## src/design/line_sensor_normalize_and_position_top_assert.svh

```systemverilog
// Assertion macros for the line sensor normalize and position block.
// Included by the top level only.
`ifndef LINE_SENSOR_NORMALIZE_AND_POSITION_TOP_ASSERT_SVH
`define LINE_SENSOR_NORMALIZE_AND_POSITION_TOP_ASSERT_SVH

// implication checked on every clock edge outside reset
`define LSNP_ASSERT_IMP(label, ante, cons, msg) \
    label: assert property (@(posedge clk) disable iff (!rst_n) (ante) |-> (cons)) \
        else $error(msg);

// next-cycle implication
`define LSNP_ASSERT_NEXT(label, ante, cons, msg) \
    label: assert property (@(posedge clk) disable iff (!rst_n) (ante) |=> (cons)) \
        else $error(msg);

`endif

```

## src/design/lsnp_pkg.sv

```systemverilog
// Package for the line sensor normalize and position block.
// Types and fixed constants; no dependencies.
package lsnp_pkg;

    localparam int SAMPLE_W = 12;
    localparam int POS_W    = 13;
    localparam int CNT_W    = 4;
    localparam int CFG_W    = 13;
    localparam int IDX_W    = 3;

    localparam logic [IDX_W-1:0] REG_SPREAD_MAX = 3'd0;
    localparam logic [IDX_W-1:0] REG_WHITE_MAX  = 3'd1;
    localparam logic [IDX_W-1:0] REG_BLACK_MIN  = 3'd2;
    localparam logic [IDX_W-1:0] REG_NOISE      = 3'd3;
    localparam logic [IDX_W-1:0] REG_DARK_LOW   = 3'd4;
    localparam logic [IDX_W-1:0] REG_DARK_HIGH  = 3'd5;
    localparam logic [IDX_W-1:0] REG_UNUSED     = 3'd7;

    localparam logic [POS_W-1:0] CENTER_POS = 13'd3500;
    localparam logic [POS_W-1:0] POS_MAX    = 13'd8191;
    localparam int SKIP_BELOW  = 100;
    localparam int TRACK_DIST  = 2500;
    localparam int TRACK_AFTER = 100;
    localparam int FOUND_MIN   = 500;

    typedef enum logic [3:0] {
        ST_IDLE,
        ST_STATS,
        ST_SENSOR,
        ST_DIV1,
        ST_SQUARE,
        ST_ACCUM,
        ST_POSDIV,
        ST_FINISH,
        ST_OUT
    } lsnp_state_t;

    // controller -> datapath
    typedef struct packed {
        logic load;       // capture scan
        logic stats;      // min/max/sum reduce
        logic sel_first;  // clear sensor index / accumulators
        logic div_start;  // start divider
        logic sq_scale;   // register s*s over full scale (reciprocal multiply)
        logic div_pos;    // divide weighted by total
        logic square;     // register s*s
        logic accum;      // fold current sensor into totals
        logic next_sensor;
        logic finish;     // update last position, build result
    } lsnp_cmd_t;

    // datapath -> controller
    typedef struct packed {
        logic div_done;
        logic need_div;   // current sensor needs the calibration divide
        logic last_sensor;
        logic found;
    } lsnp_stat_t;

endpackage

```

## src/design/lsnp_div.sv

```systemverilog
// Restoring divider, one quotient bit per cycle.
// Depends on nothing; used by the datapath.
module lsnp_div #(
    parameter int W = 40
) (
    input  logic         clk,
    input  logic         rst_n,
    input  logic         start,
    input  logic [W-1:0] dividend,
    input  logic [W-1:0] divisor,
    output logic         done,
    output logic [W-1:0] quotient
);
    localparam int CW = $clog2(W + 1);

    logic [W-1:0]  q_reg, q_next;
    logic [W-1:0]  r_reg, r_next;
    logic [W-1:0]  d_reg, d_next;
    logic [CW-1:0] cnt_reg, cnt_next;
    logic          busy_reg, busy_next;
    logic          done_reg, done_next;
    logic [W:0]    trial;

    always_comb
    begin
        q_next    = q_reg;
        r_next    = r_reg;
        d_next    = d_reg;
        cnt_next  = cnt_reg;
        busy_next = busy_reg;
        done_next = 1'b0;
        trial     = {r_reg, q_reg[W-1]};
        if (start)
        begin
            q_next    = dividend;
            r_next    = '0;
            d_next    = divisor;
            cnt_next  = CW'(W);
            busy_next = 1'b1;
        end
        else if (busy_reg)
        begin
            if (trial >= {1'b0, d_reg})
            begin
                r_next = W'(trial - {1'b0, d_reg});
                q_next = {q_reg[W-2:0], 1'b1};
            end
            else
            begin
                r_next = trial[W-1:0];
                q_next = {q_reg[W-2:0], 1'b0};
            end
            cnt_next = cnt_reg - 1'b1;
            if (cnt_reg == CW'(1))
            begin
                busy_next = 1'b0;
                done_next = 1'b1;
            end
        end
    end

    always_ff @(posedge clk or negedge rst_n)
    begin
        if (!rst_n)
        begin
            busy_reg <= 1'b0;
            done_reg <= 1'b0;
            cnt_reg  <= '0;
        end
        else
        begin
            busy_reg <= busy_next;
            done_reg <= done_next;
            cnt_reg  <= cnt_next;
        end
    end

    always_ff @(posedge clk)
    begin
        q_reg <= q_next;
        r_reg <= r_next;
        d_reg <= d_next;
    end

    assign done     = done_reg;
    assign quotient = q_reg;
endmodule

```

## src/design/lsnp_ctrl.sv

```systemverilog
// Controller state machine for the line sensor block.
// Depends on lsnp_pkg.
module lsnp_ctrl
    import lsnp_pkg::*;
(
    input  logic        clk,
    input  logic        rst_n,
    input  logic        in_valid,
    output logic        in_ready,
    output logic        out_valid,
    input  logic        out_ready,
    input  lsnp_stat_t  stat,
    output lsnp_cmd_t   cmd
);
    lsnp_state_t state_reg, state_next;

    always_ff @(posedge clk or negedge rst_n)
    begin
        if (!rst_n)
            state_reg <= ST_IDLE;
        else
            state_reg <= state_next;
    end

    always_comb
    begin
        state_next = state_reg;
        cmd        = '0;
        in_ready   = 1'b0;
        out_valid  = 1'b0;
        case (state_reg)
            ST_IDLE:
            begin
                in_ready = 1'b1;
                if (in_valid)
                begin
                    cmd.load   = 1'b1;
                    state_next = ST_STATS;
                end
            end
            ST_STATS:
            begin
                cmd.stats     = 1'b1;
                cmd.sel_first = 1'b1;
                state_next    = ST_SENSOR;
            end
            ST_SENSOR:
            begin
                if (stat.need_div)
                begin
                    cmd.div_start = 1'b1;
                    state_next    = ST_DIV1;
                end
                else
                    state_next = ST_ACCUM;
            end
            ST_DIV1:
            begin
                if (stat.div_done)
                begin
                    cmd.square = 1'b1;
                    state_next = ST_SQUARE;
                end
            end
            ST_SQUARE:
            begin
                cmd.sq_scale = 1'b1;
                state_next   = ST_ACCUM;
            end
            ST_ACCUM:
            begin
                cmd.accum = 1'b1;
                if (stat.last_sensor)
                    state_next = ST_POSDIV;
                else
                begin
                    cmd.next_sensor = 1'b1;
                    state_next      = ST_SENSOR;
                end
            end
            ST_POSDIV:
            begin
                if (stat.found)
                begin
                    cmd.div_start = 1'b1;
                    cmd.div_pos   = 1'b1;
                end
                state_next = ST_FINISH;
            end
            ST_FINISH:
            begin
                cmd.div_pos = 1'b1;
                if (!stat.found || stat.div_done)
                begin
                    cmd.finish = 1'b1;
                    state_next = ST_OUT;
                end
            end
            ST_OUT:
            begin
                out_valid = 1'b1;
                if (out_ready)
                    state_next = ST_IDLE;
            end
            default:
                state_next = ST_IDLE;
        endcase
    end
endmodule

```

## src/design/lsnp_dp.sv

```systemverilog
// Datapath: scan register, statistics, calibration, centroid sums.
// Depends on lsnp_pkg and lsnp_div.
module lsnp_dp
    import lsnp_pkg::*;
#(
    parameter int NUM_SENSORS  = 8,
    parameter int FULL_SCALE   = 4095,
    parameter int SENSOR_PITCH = 1000
) (
    input  logic                              clk,
    input  logic                              rst_n,
    input  logic [NUM_SENSORS*SAMPLE_W-1:0]   samples,
    input  logic [SAMPLE_W-1:0]               spread_max,
    input  logic [SAMPLE_W-1:0]               white_max,
    input  logic [SAMPLE_W-1:0]               black_min,
    input  logic [SAMPLE_W-1:0]               noise,
    input  logic signed [CFG_W-1:0]           dark_low,
    input  logic [CFG_W-1:0]                  dark_high,
    input  lsnp_cmd_t                         cmd,
    output lsnp_stat_t                        stat,
    output logic [POS_W-1:0]                  line_position,
    output logic                              line_found,
    output logic [CNT_W-1:0]                  active_count
);
    localparam int IW    = (NUM_SENSORS > 1) ? $clog2(NUM_SENSORS) : 1;
    localparam int FSW   = $clog2(FULL_SCALE + 1);
    localparam int SUMW  = SAMPLE_W + $clog2(NUM_SENSORS + 1);
    localparam int TOTW  = FSW + $clog2(NUM_SENSORS + 1);
    localparam int MAXSP = (NUM_SENSORS - 1) * SENSOR_PITCH;
    localparam int SPW   = $clog2(MAXSP + 2);
    localparam int WW    = TOTW + SPW;
    localparam int DW    = (SAMPLE_W + FSW) > WW ? (SAMPLE_W + FSW) : WW;
    localparam int LPW   = (SPW > POS_W ? SPW : POS_W) + 1;
    // s*s / FULL_SCALE as multiply by rounded-up reciprocal, exact for s*s < 2^SQW
    localparam int SQW   = 2 * FSW;
    localparam int RK    = SQW + FSW;
    localparam int RMW   = SQW + 2;
    localparam int QW    = SQW + RMW - RK;
    localparam longint unsigned RM =
        ((64'd1 << RK) + 64'(FULL_SCALE) - 64'd1) / 64'(FULL_SCALE);
    // scan average the same way, exact for sum < 2^SUMW
    localparam int AK    = SUMW + $clog2(NUM_SENSORS);
    localparam int AMW   = SUMW + 2;
    localparam longint unsigned AM =
        ((64'd1 << AK) + 64'(NUM_SENSORS) - 64'd1) / 64'(NUM_SENSORS);

    localparam logic [1:0] MODE_ZERO = 2'd0;
    localparam logic [1:0] MODE_FULL = 2'd1;
    localparam logic [1:0] MODE_CAL  = 2'd2;

    logic [SAMPLE_W-1:0] smp_reg [NUM_SENSORS];
    logic [SAMPLE_W-1:0] lo_reg, hi_reg;
    logic [1:0]          mode_reg;
    logic [IW-1:0]       idx_reg;
    logic [SPW-1:0]      spos_reg;
    logic [TOTW-1:0]     total_reg;
    logic [WW-1:0]       weighted_reg;
    logic [CNT_W-1:0]    active_reg;
    logic [SQW-1:0]      sq_reg;
    logic [FSW-1:0]      cal_reg;
    logic [POS_W-1:0]    last_reg;
    logic [POS_W-1:0]    pos_reg;
    logic                found_reg;

    logic [SAMPLE_W-1:0] lo_c, hi_c, cur, spread, d;
    logic [SUMW-1:0]     sum_c;
    logic [SUMW+AMW-1:0] avg_prod;
    logic [SAMPLE_W-1:0] avg;
    logic [SQW+RMW-1:0]  sq_prod;
    logic [QW-1:0]       sq_quo;
    logic                uniform, in_win;
    logic [FSW-1:0]      val;
    logic [DW-1:0]       div_a, div_b, div_q;
    logic                div_done;
    logic [LPW-1:0]      gap;

    always_comb
    begin
        lo_c  = smp_reg[0];
        hi_c  = smp_reg[0];
        sum_c = '0;
        for (int i = 0; i < NUM_SENSORS; i++)
        begin
            if (smp_reg[i] < lo_c) lo_c = smp_reg[i];
            if (smp_reg[i] > hi_c) hi_c = smp_reg[i];
            sum_c = sum_c + SUMW'(smp_reg[i]);
        end
    end

    assign avg_prod = (SUMW+AMW)'(sum_c) * (SUMW+AMW)'(AM);
    assign avg      = SAMPLE_W'(avg_prod[SUMW+AMW-1:AK]);
    assign sq_prod  = (SQW+RMW)'(sq_reg) * (SQW+RMW)'(RM);
    assign sq_quo   = sq_prod[SQW+RMW-1:RK];
    assign spread   = hi_reg - lo_reg;
    assign cur      = smp_reg[idx_reg];
    assign d        = cur - lo_reg;
    assign uniform  = (hi_c - lo_c) < spread_max;
    assign in_win   = !($signed({1'b0, cur}) < dark_low) && ({1'b0, cur} <= dark_high);

    always_ff @(posedge clk)
    begin
        if (cmd.load)
            for (int i = 0; i < NUM_SENSORS; i++)
                smp_reg[i] <= samples[i*SAMPLE_W +: SAMPLE_W];
        if (cmd.stats)
        begin
            lo_reg <= lo_c;
            hi_reg <= hi_c;
            if (uniform && avg < white_max)
                mode_reg <= MODE_ZERO;
            else if (uniform && avg > black_min)
                mode_reg <= MODE_FULL;
            else if ((hi_c - lo_c) < noise || hi_c == lo_c)
                mode_reg <= MODE_ZERO;
            else
                mode_reg <= MODE_CAL;
        end
        if (cmd.square)
            sq_reg <= SQW'(div_q[FSW-1:0]) * SQW'(div_q[FSW-1:0]);
        if (cmd.sq_scale)
            cal_reg <= (sq_quo > QW'(FULL_SCALE)) ? FSW'(FULL_SCALE) : FSW'(sq_quo);
    end

    // sensor needs the divide: calibrating, in window, excess at or above noise floor
    assign stat.need_div = (mode_reg == MODE_CAL) && in_win && !(d < noise);

    always_comb
    begin
        div_a = DW'(d) * DW'(FULL_SCALE);
        div_b = DW'(spread);
        if (cmd.div_pos)
        begin
            div_a = DW'(weighted_reg);
            div_b = DW'(total_reg);
        end
    end

    lsnp_div #(.W(DW)) u_div (
        .clk      (clk),
        .rst_n    (rst_n),
        .start    (cmd.div_start),
        .dividend (div_a),
        .divisor  (div_b),
        .done     (div_done),
        .quotient (div_q)
    );

    assign stat.div_done = div_done;

    always_comb
    begin
        if (mode_reg == MODE_FULL)
            val = FSW'(FULL_SCALE);
        else if (stat.need_div)
            val = cal_reg;
        else
            val = '0;
        gap = (LPW'(spos_reg) > LPW'(last_reg))
            ? LPW'(spos_reg) - LPW'(last_reg) : LPW'(last_reg) - LPW'(spos_reg);
    end

    assign stat.last_sensor = (idx_reg == IW'(NUM_SENSORS - 1));
    assign stat.found       = total_reg >= TOTW'(FOUND_MIN);

    always_ff @(posedge clk or negedge rst_n)
    begin
        if (!rst_n)
        begin
            last_reg  <= CENTER_POS;
            found_reg <= 1'b0;
            pos_reg   <= CENTER_POS;
            idx_reg   <= '0;
        end
        else
        begin
            if (cmd.sel_first)
                idx_reg <= '0;
            else if (cmd.next_sensor)
                idx_reg <= idx_reg + 1'b1;
            if (cmd.finish)
            begin
                found_reg <= stat.found;
                if (stat.found)
                begin
                    if (div_q > DW'(POS_MAX))
                    begin
                        last_reg <= POS_MAX;
                        pos_reg  <= POS_MAX;
                    end
                    else
                    begin
                        last_reg <= POS_W'(div_q);
                        pos_reg  <= POS_W'(div_q);
                    end
                end
                else
                    pos_reg <= last_reg;
            end
        end
    end

    always_ff @(posedge clk)
    begin
        if (cmd.sel_first)
        begin
            spos_reg     <= '0;
            total_reg    <= '0;
            weighted_reg <= '0;
            active_reg   <= '0;
        end
        else
        begin
            if (cmd.next_sensor)
                spos_reg <= SPW'(spos_reg + SPW'(SENSOR_PITCH));
            if (cmd.accum && !(val < FSW'(SKIP_BELOW)))
            begin
                if (!(gap > LPW'(TRACK_DIST) && total_reg > TOTW'(TRACK_AFTER)))
                begin
                    total_reg    <= total_reg + TOTW'(val);
                    weighted_reg <= weighted_reg + WW'(val) * WW'(spos_reg);
                    active_reg   <= active_reg + 1'b1;
                end
            end
        end
    end

    assign line_position = pos_reg;
    assign line_found    = found_reg;
    assign active_count  = active_reg;
endmodule

```

## src/design/line_sensor_normalize_and_position_top.sv

```systemverilog
// Top level: config registers, controller and datapath.
// Depends on lsnp_pkg, lsnp_ctrl, lsnp_dp and the assertion header.
//
// channel  dir  handshake              payload
// s_axis   in   s_axis_tvalid/tready   tdata: sample_0..sample_N-1
// m_axis   out  m_axis_tvalid/tready   tdata: line_position, line_found, active_count
// cfg      in   cfg_we                 cfg_index, cfg_data
//
// One scan per request, one sensor at a time through one shared restoring divider.
// Calibrated sensor: SENSOR, DIV1, SQUARE, ACCUM; other sensor: SENSOR, ACCUM.
// Position divide (DW=29 bits for N=8) only when a line is found.
// Reset: config registers to defaults, last position to 3500.
// Output holds while m_axis_tready is low; no new scan until the result is taken.
`include "line_sensor_normalize_and_position_top_assert.svh"
module line_sensor_normalize_and_position_top
    import lsnp_pkg::*;
#(
    parameter int NUM_SENSORS  = 8,
    parameter int FULL_SCALE   = 4095,
    parameter int SENSOR_PITCH = 1000
) (
    input  logic                     clk,
    input  logic                     rst_n,
    input  logic                     s_axis_tvalid,
    output logic                     s_axis_tready,
    // sample_0 (lowest) .. sample_N-1, 12 bits each, zero fill
    input  logic [((NUM_SENSORS*SAMPLE_W+7)/8)*8-1:0] s_axis_tdata,
    output logic                     m_axis_tvalid,
    input  logic                     m_axis_tready,
    // line_position [12:0], line_found [13], active_count [17:14], zero fill
    output logic [23:0]              m_axis_tdata,
    input  logic                     cfg_we,
    input  logic [IDX_W-1:0]         cfg_index,
    input  logic [CFG_W-1:0]         cfg_data
);
    logic [SAMPLE_W-1:0]     spread_max_reg, white_max_reg, black_min_reg, noise_reg;
    logic signed [CFG_W-1:0] dark_low_reg;
    logic [CFG_W-1:0]        dark_high_reg;
    lsnp_cmd_t               cmd;
    lsnp_stat_t              stat;
    logic [POS_W-1:0]        line_position;
    logic                    line_found;
    logic [CNT_W-1:0]        active_count;

    always_ff @(posedge clk or negedge rst_n)
    begin
        if (!rst_n)
        begin
            spread_max_reg <= 12'd740;
            white_max_reg  <= 12'd840;
            black_min_reg  <= 12'd3060;
            noise_reg      <= 12'd555;
            dark_low_reg   <= 13'sd3200;
            dark_high_reg  <= 13'd3900;
        end
        else if (cfg_we)
        begin
            case (cfg_index)
                REG_SPREAD_MAX: spread_max_reg <= cfg_data[SAMPLE_W-1:0];
                REG_WHITE_MAX:  white_max_reg  <= cfg_data[SAMPLE_W-1:0];
                REG_BLACK_MIN:  black_min_reg  <= cfg_data[SAMPLE_W-1:0];
                REG_NOISE:      noise_reg      <= cfg_data[SAMPLE_W-1:0];
                REG_DARK_LOW:   dark_low_reg   <= cfg_data;
                REG_DARK_HIGH:  dark_high_reg  <= cfg_data;
                default: ;
            endcase
        end
    end

    lsnp_ctrl u_ctrl (
        .clk       (clk),
        .rst_n     (rst_n),
        .in_valid  (s_axis_tvalid),
        .in_ready  (s_axis_tready),
        .out_valid (m_axis_tvalid),
        .out_ready (m_axis_tready),
        .stat      (stat),
        .cmd       (cmd)
    );

    lsnp_dp #(
        .NUM_SENSORS  (NUM_SENSORS),
        .FULL_SCALE   (FULL_SCALE),
        .SENSOR_PITCH (SENSOR_PITCH)
    ) u_dp (
        .clk           (clk),
        .rst_n         (rst_n),
        .samples       (s_axis_tdata[NUM_SENSORS*SAMPLE_W-1:0]),
        .spread_max    (spread_max_reg),
        .white_max     (white_max_reg),
        .black_min     (black_min_reg),
        .noise         (noise_reg),
        .dark_low      (dark_low_reg),
        .dark_high     (dark_high_reg),
        .cmd           (cmd),
        .stat          (stat),
        .line_position (line_position),
        .line_found    (line_found),
        .active_count  (active_count)
    );

    assign m_axis_tdata = {6'd0, active_count, line_found, line_position};

    `LSNP_ASSERT_IMP(a_no_overlap, m_axis_tvalid, !s_axis_tready, "ready while result pending")
    `LSNP_ASSERT_IMP(a_cnt_range, m_axis_tvalid, active_count <= CNT_W'(NUM_SENSORS), "bad count")
    `LSNP_ASSERT_NEXT(a_hold, m_axis_tvalid && !m_axis_tready, m_axis_tvalid && $stable(m_axis_tdata), "result dropped")
endmodule

```

## config.mk

```make
export PLATFORM = sky130hd
export DESIGN_NAME = line_sensor_normalize_and_position_top
export DESIGN_NICKNAME = d
export VERILOG_FILES = /design/src/design/lsnp_pkg.sv /design/src/design/lsnp_div.sv /design/src/design/lsnp_ctrl.sv /design/src/design/lsnp_dp.sv /design/src/design/line_sensor_normalize_and_position_top.sv
export VERILOG_INCLUDE_DIRS = /design/src /design/src/design
export SDC_FILE = /design/constraint.sdc
export NUM_CORES = 2
export LEC_CHECK = 0
export ABC_AREA = 1
export BUFFER_PORTS_ARGS = -buffer_cell sky130_fd_sc_hd__buf_4
export CORE_ASPECT_RATIO = 0.8
export CORE_MARGIN = 2
export CORE_UTILIZATION = 25
export CTS_CLUSTER_SIZE = 8
export DETAILED_ROUTE_END_ITERATION = 16
export PLACE_DENSITY_LB_ADDON = 0.08
export SETUP_SLACK_MARGIN = 0.5
export SLEW_MARGIN = 20
export SYNTH_ARGS = -nofsm -noshare
export SYNTH_HDL_FRONTEND = slang
export SYNTH_SLANG_ARGS = --single-unit
```

## constraint.sdc

```tcl
create_clock -name clk -period 17.3 [get_ports clk]
set_input_delay 0 -clock clk [delete_from_list [all_inputs] [get_ports clk]]
set_output_delay 0 -clock clk [all_outputs]
set_load 0.005 [all_outputs]
```

==> metrics <==
status finished, final reports clean; Synth Flop Type edfxtp_1; Net count, final 6234; largest net degree at the start of global routing 68; Total Routing Usage GR 0.172; Tightest Pin Transition 1.28 ns; Core Box Area 162000 sq um; top cell type's share of synthesized area 0.189; R2R cell count 72; Slew HR 0.145; #FFs+latches synth 389; Seq/Total Area, Yosys 0.254; Final Util 0.296; max reg flops 96; worst setup path start u_dp.smp_reg[1][11]; io pins 143; initial antenna violation count 4; area leader, netlist ha_1; Critical R2R Capture u_dp.mode_reg[1]; Reg2Reg Setup Slack 2.16 ns; drt pass-1 iters 5; worst-path fanout max 29; Worst setup SP type flip-flop; Area Overhead vs Synth 17.6%; Root Driver clkbuf_16; Max Cap Viol 0; Initial Utilization 0.252; synth warn 0; crit end category flip-flop; vias per cell 4.46; slowest stage delay, CP 0.52 ns; Hold/Removal Path Class input port to flip-flop; Max Freq 66.1 MHz; H-tree depth 2; hold_ws 0.0427 ns; Port-buffer cells 136; vias 32900; die height 365 um; Pins Over Slew Limit 0; most repeated cell in the gate-level netlist after synthesis inv_1; mapped cell area 40800 sq um; final routed DRC violation total 0; Placer Congestion 0.846; Worst Skew 0.0537 ns; first-pass GRT wire length 217000 um; largest cells by area after synthesis ha_1 19%, fa_1 15%, edfxtp_1 15%, inv_1 8.1%, nand2_1 8.0%; Synth Area per Inst 8.36 sq um; final wirelength 143000 um; number of DRC markers in iteration 0 1795; min cycle time layout 15.14 ns; Clock Latency Late Sink 0.71 ns; clock-pin slew on the worst setup and hold paths 0.06 ns; worst r2r src u_dp.smp_reg[1][11]; endpoints failing setup 0; CP most frequent cell a21oi_1; Clock Tree Buf Depth 3; ANT nets after route 0; Buf/Inv on CP 5; die area 167000 sq um; Synth Instances 4884; clock sink count 389; synth cell count leaders 882 x inv_1, 872 x nand2_1, 617 x ha_1, 478 x o21ai_0, 360 x a21oi_1; asr flop ratio synth 0.262; CP Capture Point u_dp.mode_reg[1]; EDFF count, synth 202; slowest library cell on the worst path a2111oi_1; Worst path depth 72; Std-Cell Rows 132; WS Path Type flip-flop to flip-flop; Arr. time, crit path 15.58 ns; vias in the first global route 33800; CP top delay family compound AO/OA/AOI/OAI gates; setup TNS 0 ns; final hold vios 0; Final period util 0.875; share of cells above drive strength 1 0.0757; die width 456 um; wire per inst 19.4 um; RSZ-0062 raised after global routing false; CTS Buf Count 58; total grt overflow 0; Unique masters post-synth 57; TritonCTS clock tree built; CP required 17.74 ns; dpl hpwl 114000 um
==> how the worst min path moves through the flow <==
stage          cells after the start                  end              from  slack [ns]
2_1_floorplan                      0     black_min_reg[0]             rst_n       -0.30
5_1_grt                            2  u_dp.smp_reg[2][11]  s_axis_tdata[35]        0.02
3_5_place_dp                       1     u_dp.last_reg[1]             rst_n        0.08
6_report                           2  u_dp.smp_reg[2][11]  s_axis_tdata[35]        0.04
4_1_cts                            2   u_dp.smp_reg[7][0]  s_axis_tdata[84]      0.0005
3_3_place_gp                       1     u_dp.last_reg[1]             rst_n        0.08
==> per-layer routing <==
layer	routed length, um	GRT usage	share of wire
met4	1940	0.0290	0.014
met2	63900	0.278	0.45
met3	4180	0.0167	0.029
met1	72800	0.250	0.51
met5	0	0	0
==> timing repair <==
action                                  CTS  global route
endpoints found under the setup margin    0             2
hold endpoints to repair                209             0
buffers inserted                          0             0
hold buffers                            175             0
gates resized for setup                   0            16
==> cell usage in the layout (no fill, tap or decap), drive strengths merged, types with 100 or more instances in the layout <==
master       instances
dlygate4sd3        174
nand3              143
nor2               220
edfxtp             202
a21oi              361
nand2              889
ha                 617
inv                894
o21ai              503
buf                197
xor2               100
fa                 313
==> worst register-to-register path: cells and delay by family (launching register included) <==
| kind | cells | cell delay, ns |
|---|---|---|
| adders and majority gates | 9 | 2.85 |
| buffers and inverters | 5 | 0.53 |
| DFF | 1 | 0.46 |
| xor gates and xnor gates | 1 | 0.16 |
| and+or+nand+nor | 24 | 3.61 |
| AOI/OAI and AO/OA | 33 | 7.28 |
==> stage by stage <==
| step | worst slack (ns) | instances | cell area (sq um) |
|---|---|---|---|
| 2_1_floorplan | 3.79 | 4891 | 40900 |
| 3_3_place_gp | 1.29 | 7096 | 44500 |
| 3_5_place_dp | 0.850 | 7096 | 44500 |
| 4_1_cts | 0.829 | 7372 | 48000 |
| 5_1_grt | 0.530 | 7373 | 48000 |
| 6_report | 2.16 | 7374 | 48000 |
==> cell type report <==
| class | count | area [sq um] |
|---|---|---|
| inverter | 904 | 3400 |
| tap | 2144 | 2680 |
| clock buffer | 92 | 1620 |
| antenna | 2 | 5.00 |
| clock inverter | 9 | 98.8 |
| sequential | 389 | 10400 |
| multi-input combinational | 3463 | 26600 |
| fill | 17400 | 114000 |
| timing repair buffer | 371 | 3240 |
==> cell families (layout without fill, tap and decap cells) <==
group,Yosys count,after routing,share of synthesized area
compound gates,1016,1016,0.135
simple gates,1357,1357,0.139
buf+inv,1039,1376,0.0968
other cells,1,10,0.0000918
fa+ha+maj,930,930,0.343
flops,389,389,0.254
xor+xnor,152,152,0.0326
Power is left out: the tool's default activity adds up to more than one toggle a clock period on the data nets, which glitch-free logic cannot reach.
